### config.mk
export PLATFORM = sky130hd
export DESIGN_NAME = mmrb_rem
export DESIGN_NICKNAME = d
export VERILOG_FILES = /design/src/rtl/core/mmrb_pkg.sv /design/src/rtl/core/mmrb_rem.sv
export SDC_FILE = /design/constraint.sdc
export NUM_CORES = 1
export LEC_CHECK = 0
export ABC_CLOCK_PERIOD_IN_PS = 7050
export BUFFER_PORTS_ARGS = -buffer_cell sky130_fd_sc_hd__buf_2
export CORE_ASPECT_RATIO = 0.5
export CORE_MARGIN = 5
export CORE_UTILIZATION = 40
export DETAILED_ROUTE_END_ITERATION = 16
export GPL_TIMING_DRIVEN = 0
export MAX_ROUTING_LAYER = met4
export SYNTH_ARGS = -nofsm -noshare
export SYNTH_HDL_FRONTEND = slang
export SYNTH_SLANG_ARGS = --single-unit
### constraint.sdc
create_clock -name i_clk -period 7.05 [get_ports i_clk]
set_clock_uncertainty 0.05 [all_clocks]
set_input_delay 1.7625 -clock i_clk [delete_from_list [all_inputs] [get_ports i_clk]]
set_output_delay 1.7625 -clock i_clk [all_outputs]
set_load 0.01 [all_outputs]
### src/rtl/core/mmrb_pkg.sv
// Shared types, constants and helpers of the multicast message ring buffer.
`default_nettype none
package mmrb_pkg;
    localparam int RING_BYTES   = 4096;
    localparam int AW           = $clog2(RING_BYTES);
    localparam int FW           = AW + 1;
    localparam int HEADER_BYTES = 16;
    localparam int MAX_READERS  = 8;
    localparam int RDW          = 3;
    localparam int CNTW         = 4;
    localparam int LENW         = 12;
    localparam int CHUNKW       = 9;
    localparam int SPANW        = 13;

    localparam logic [0:0] CFG_CHUNK_SIZE     = 1'd0;
    localparam logic [0:0] CFG_CONSUMER_COUNT = 1'd1;

    typedef enum logic [1:0] {
        CMD_PUSH_BEGIN = 2'd0,
        CMD_PUSH_DATA  = 2'd1,
        CMD_POP_BEGIN  = 2'd2,
        CMD_POP_DATA   = 2'd3
    } t_cmd;

    typedef enum logic [2:0] {
        ST_ACCEPTED = 3'd0,
        ST_WRAPPED  = 3'd1,
        ST_FULL     = 3'd2,
        ST_READY    = 3'd3,
        ST_DUMMY    = 3'd4,
        ST_DATA     = 3'd5,
        ST_PHASE    = 3'd6
    } t_status;

    typedef enum logic [3:0] {
        S_IDLE, S_DISPATCH, S_DIV, S_PB_DEC, S_HDR_WR, S_PUSH_WR,
        S_HDR_RD, S_POP_DEC, S_PD_RD, S_PD_CAP, S_OUT
    } t_state;

    // header: id(2) length(2) padding(2) reader count(1), rest zero
    function automatic logic [7:0] hdr_byte(input logic [3:0] k, input logic [15:0] id,
                                            input logic [15:0] len, input logic [15:0] pad,
                                            input logic [7:0] cnt);
        logic [7:0] b;
        unique case (k)
            4'd0:    b = id[7:0];
            4'd1:    b = id[15:8];
            4'd2:    b = len[7:0];
            4'd3:    b = len[15:8];
            4'd4:    b = pad[7:0];
            4'd5:    b = pad[15:8];
            4'd6:    b = cnt;
            default: b = 8'd0;
        endcase
        return b;
    endfunction
endpackage
`default_nettype wire

### src/rtl/core/mmrb_rem.sv
// Bit-serial remainder unit: dividend modulo chunk size, one bit a cycle.
`default_nettype none
module mmrb_rem (
    input  wire                             i_clk,
    input  wire                             i_rst_n,
    input  wire                             i_start,
    input  wire [mmrb_pkg::SPANW-1:0]       i_dividend,
    input  wire [mmrb_pkg::CHUNKW-1:0]      i_divisor,
    output logic                            o_done,
    output logic [mmrb_pkg::CHUNKW-1:0]     o_rem
);
    logic [mmrb_pkg::SPANW-1:0]  r_q;
    logic [mmrb_pkg::CHUNKW:0]   r_rem;
    logic [mmrb_pkg::CHUNKW-1:0] r_div;
    logic [3:0]                  r_cnt;
    logic                        r_busy;
    logic                        r_done;
    logic [mmrb_pkg::CHUNKW:0]   n_trial;

    always_comb begin
        n_trial = {r_rem[mmrb_pkg::CHUNKW-1:0], r_q[mmrb_pkg::SPANW-1]};
        if (n_trial >= {1'b0, r_div}) begin
            n_trial = n_trial - {1'b0, r_div};
        end
    end

    always_ff @(posedge i_clk) begin
        if (!i_rst_n) begin
            r_busy <= 1'b0;
            r_done <= 1'b0;
            r_cnt  <= '0;
        end else begin
            r_done <= 1'b0;
            if (i_start) begin
                r_busy <= 1'b1;
                r_cnt  <= 4'(mmrb_pkg::SPANW);
                r_q    <= i_dividend;
                r_div  <= i_divisor;
                r_rem  <= '0;
            end else if (r_busy) begin
                r_rem <= n_trial;
                r_q   <= {r_q[mmrb_pkg::SPANW-2:0], 1'b0};
                r_cnt <= r_cnt - 4'd1;
                if (r_cnt == 4'd1) begin
                    r_busy <= 1'b0;
                    r_done <= 1'b1;
                end
            end
        end
    end

    assign o_done = r_done;
    assign o_rem  = r_rem[mmrb_pkg::CHUNKW-1:0];
endmodule
`default_nettype wire

# After elaboration in Yosys (flattened, before gate mapping)
# Cells that the tools add are included.
[op_classes]
n_bitwise = 2
addsub = 2
n_reduce_logical = 5
muxes = 10
n_eq_ne = 1
n_lt_le_gt_ge = 1
[ops]
columns = ["cell", "n"]
rows = [
  ["$mux W13", 2],
  ["$mux W9", 2],
  ["$ge A10 B9 Y1", 1],
  ["$sub A9 B9 Y9", 1],
  ["$mux W4", 2],
  ["$eq A4 B1 Y1 const B", 1],
  ["$mux W1", 4],
  ["$reduce_and A2 Y1", 2],
  ["$sub A4 B1 Y4 const B", 1],
  ["$reduce_or A3 Y1", 1],
  ["$not A1 Y1", 2],
  ["$reduce_bool A2 Y1", 1],
  ["$reduce_or A2 Y1", 1],
]
[totals]
in_bits = 25
regBits = 37
output_inout_bits = 10
word_cells = 28

# Longest topological paths before layout
[depth]
ltp_word = 4
depth_mapped = 10
depth_no_buf = 9

# Least setup slack after synthesis
# Ideal clock, no wire load.
[synth_path]
path_kind = "input to register"
start = "in i_start"
end = "reg r_q[0] (netlist bit) (enable)"
path_slack_ps = 3192
path_buffers = 2
required_time_ps = 6599
arrival_time_ps = 3407
cell_stages = 4
path_cell_list = "clkbuf_1 > clkbuf_1 > nor2_1 > nor2_1"
[synth_via]
elab_chain_cells = 2
[synth_lines]
columns = ["element", "line", "rtl"]
rows = [
  ["from (decl)", "mmrb_rem.sv:6", "input wire i_start,"],
  ["$reduce_bool A2 Y1 (no line)", "n/a", ""],
  ["$reduce_and A2 Y1 (no line)", "n/a", ""],
  ["to (signal assigned)", "mmrb_rem.sv:37", "r_q <= i_dividend;"],
  ["to (signal assigned)", "mmrb_rem.sv:42", "r_q <= {r_q[mmrb_pkg::SPANW-2:0], 1'b0};"],
  ["to (decl)", "mmrb_rem.sv:12", "logic [mmrb_pkg::SPANW-1:0] r_q;"],
]
# No other way between the ends.
# A chain may end at the register's enable or synchronous reset.

# Worst setup path in the final report
[layout_path]
start = "in i_start"
end = "reg r_div[8] (netlist bit) (enable)"
[layout_via]
elab_chain_cells = 1
[layout_lines]
columns = ["element", "line", "rtl"]
rows = [
  ["$reduce_and A2 Y1 (no line)", "n/a", ""],
  ["to (signal assigned)", "mmrb_rem.sv:38", "r_div <= i_divisor;"],
  ["to (decl)", "mmrb_rem.sv:14", "logic [mmrb_pkg::CHUNKW-1:0] r_div;"],
]
# No other way between the ends.

==> qor.txt <==
Die Wd -> 108 µm
Layout cells sized above 1 -> 29.4%
Crit path time final -> 3.60 ns
Max_cap viols -> 0
Hold-fix buffer count after cts -> 0
RSZ-0062 raised after global routing -> no
Synth Area in Simple Gates -> 9.57%
CTS Sinks -> 37
CTS tree -> done
Clk slew on worst S/H paths -> 0.07 ns
Ant. Diodes -> 0
Setup TNS -> 0 ns
Post-Synth Adder-Cell Area -> 8.20%
Num rows -> 17
Place WS -> 3.04 ns
Combinational share of power -> 23.2%
PnR worst setup slack -> 3.45 ns
Pin count of the biggest net entering global routing -> 14
Final-layout fill cell count -> 440
Post CTS Setup Buffer Count -> 0
Crit Path Category -> primary input to flop
Drt wl/cell -> 14.3 µm
Crit-path max FO -> 10
Post-CTS sizing -> 0
Post-Route WL -> 3760 µm
Pint -> 382 µW
DRT iter0 DRCs -> 49
Post-synthesis register bit count -> 37
Root buf cell -> clkbuf_8
Gr busiest metal -> met2
DIE AREA -> 6380 µm²
Crit. End Element -> flop
Fin crit share -> 51.1%
Final Setup Violations -> 0
Worst Tran Pin Value -> 0.816 ns
DR pass1 iterations -> 4
Sw frac -> 28.4%
Syn_area_per_cell -> 12.4 µm²
Number of global-route vias before repair -> 1344
Worst VDD drop -> 0.000113 V
Most frequent cell on the critical path -> clkbuf_1
FMAX -> 277 MHz
Final net count -> 233
Synth area leaders -> edfxtp_1 48%, ha_1 7.2%, mux2_2 7.0%, dfxtp_1 6.3%, inv_1 3.3%
First-pass GRT wire length -> 6320 µm
Critical Path Slowest Stage Cell -> nor2_1
Final instance area -> 2270 µm²
Relative slew slack -> 45.4%
FF+latch area -> 1050 µm²
DR DRC count -> 0
Overflow after GRT -> 0
Starting Density -> 42.6%
Synth Area in XOR/XNOR -> 2.73%
Proportion of synthesized area in mux cells -> 8.59%
CTS Buf Count -> 5
Synth Cell Area -> 1920 µm²
Largest family of logic cells by synthesized area -> compound AO/OA/AOI/OAI gates
CTS H-tree lvls -> 2
Yosys cell types -> 40
LEAKAGE -> 0.000945 µW
IO Port Bufs -> 33
Share of the synthesized area in the top cell type -> 48.4%
M1 GR Usage -> 16.9%
Critical path data arrival time -> 3.47 ns
Cells after Synth -> 155
Sequential fraction of design power -> 50.3%
Yosys top cell by area -> edfxtp_1
DP Area -> 2190 µm²
Met2 Usage GRT -> 20.6%
Critical Path RT -> 6.92 ns
Compound-Gate Fraction of Synth Area -> 11.9%
Clock share of power -> 26.5%
CP peak stage delay -> 0.68 ns
Layout area overhead -> 18.0%
Worst path cell trace -> clkbuf_1 > clkbuf_1 > inv_1 > nor2_1
Yosys Warn Count -> 0
Critical Path Source Type -> primary input
Skew-Pair Late Insertion Delay -> 0.29 ns
Max Root-Sink Buffers -> 2
Run status -> finished, final reports clean
Switch Pwr -> 152 µW
Pwr dens -> 235 nW/µm²
Final Max Tran Viols -> 0
Hold Vio Cnt, Final -> 0
Vias per cell -> 4.94
Worst hold path class -> flop to flop
Overall Global Routing Usage -> 13.5%
Top-level I/O count -> 35
Placed wire-length estimate -> 2740 µm
Syn_nets -> 192
GR Layer Usage met3 -> 4.68%
Antenna viol nets, final -> 0
Multi-input logic area -> 791 µm²
Antenna violations before repair -> 0
Via Count -> 1300
RD Place Congestion -> 0.795
Chip height -> 59.0 µm
Core footprint -> 4510 µm²
Seq/Total Area, Yosys -> 54.7%
## per-layer routing
metal / share of wire (%) / routed length [µm]
met5: 0 / 0
met4: 1.1 / 40
met3: 4.4 / 165
met2: 46 / 1740
met1: 48 / 1820
## final timing paths
| kind | startpoint | endpoint | slack, ns | depth (start not counted) |
|---|---|---|---|---|
| worst min-delay path | r_cnt[1] | r_cnt[1] | 0.47 | 2 |
| worst max-delay path | i_start | r_div[8] | 3.45 | 4 |
| worst max register to register | r_q[12] | r_rem[6] | 4.35 | 10 |
| worst min register to register | r_cnt[1] | r_cnt[1] | 0.47 | 2 |
## state kept, by name, indices dropped and copies added (netlist names)
register and flops:
r_q 13, r_busy 1, o_done 1, r_rem 9
r_cnt 4, r_div 9
## synth_stat cells (all sizes together)
cell	instances
xnor2	4
nor4b	1
nand2	2
a31oi	2
edfxtp	31
nand3	5
buf	2
a211oi	4
or4	1
nand4	2
inv	17
o2111ai	1
or3	1
and3	2
o21a	1
and2	1
nand2b	1
nor2b	1
fa	1
dfxtp	6
a21oi	5
a21o	5
o21ai	5
ha	11
and4b	1
a2111oi	2
nor3b	1
a211o	1
o2111a	1
or2	2
mux2i	3
nor2	14
clkbuf	2
mux2	12
a221oi	2
xor2	2
## layout by cell type, fill, tap and decap left out, types with 3 or more instances in the layout
cell / instances
a21oi_1: 5
edfxtp_1: 31
inv_1: 17
nor2_1: 12
buf_2: 33
dfxtp_1: 6
xnor2_1: 4
ha_1: 11
mux2i_1: 3
o21ai_0: 5
clkbuf_8: 5
a21o_1: 5
mux2_2: 12
nand3_1: 5
## area by class of cell
type                            count  share of cell area (%)
Sequential cell                    37                    46.3
Multi-Input combinational cell     97                    34.9
Timing Repair Buffer               34                    7.94
Tap cell                           66                    3.64
Clock buffer                        5                    3.03
Inverter                           17                    2.81
Buffer                              4                   0.827
Clock inverter                      3                   0.552
## power groups by stage
| stage | combinational (µW) | clock [µW] | sequential [µW] |
|---|---|---|---|
| 6_report | 124 | 141 | 269 |
| 5_1_grt | 139 | 161 | 271 |
| 4_1_cts | 125 | 148 | 269 |
| 3_5_place_dp | 124 | 0 | 274 |
| 3_3_place_gp | 119 | 0 | 274 |
| 2_1_floorplan | 88.2 | 0 | 274 |
## per-stage QoR
stage	hold WS [ns]	power, µW	util (%)	instances
finish	0.472	534	50.3	263
global route	0.511	571	50.3	263
CTS	0.477	542	50.3	263
floorplan	0.443	363	-	155
global placement	0.462	393	48.1	254
detailed placement	0.467	397	48.5	255
## kinds of logic after synthesis
group / after synthesis
buf+inv: 21
flops: 37
xor+xnor: 6
mux: 15
simple gates: 35
compound gates: 29
fa+ha+maj: 12
## worst max-delay path: cells and delay by family
kind	cells	cell delay, ns
buffers and inverters	3	1.02
AND/OR/NAND/NOR	1	0.68
(Power assumes the default switching activity.)
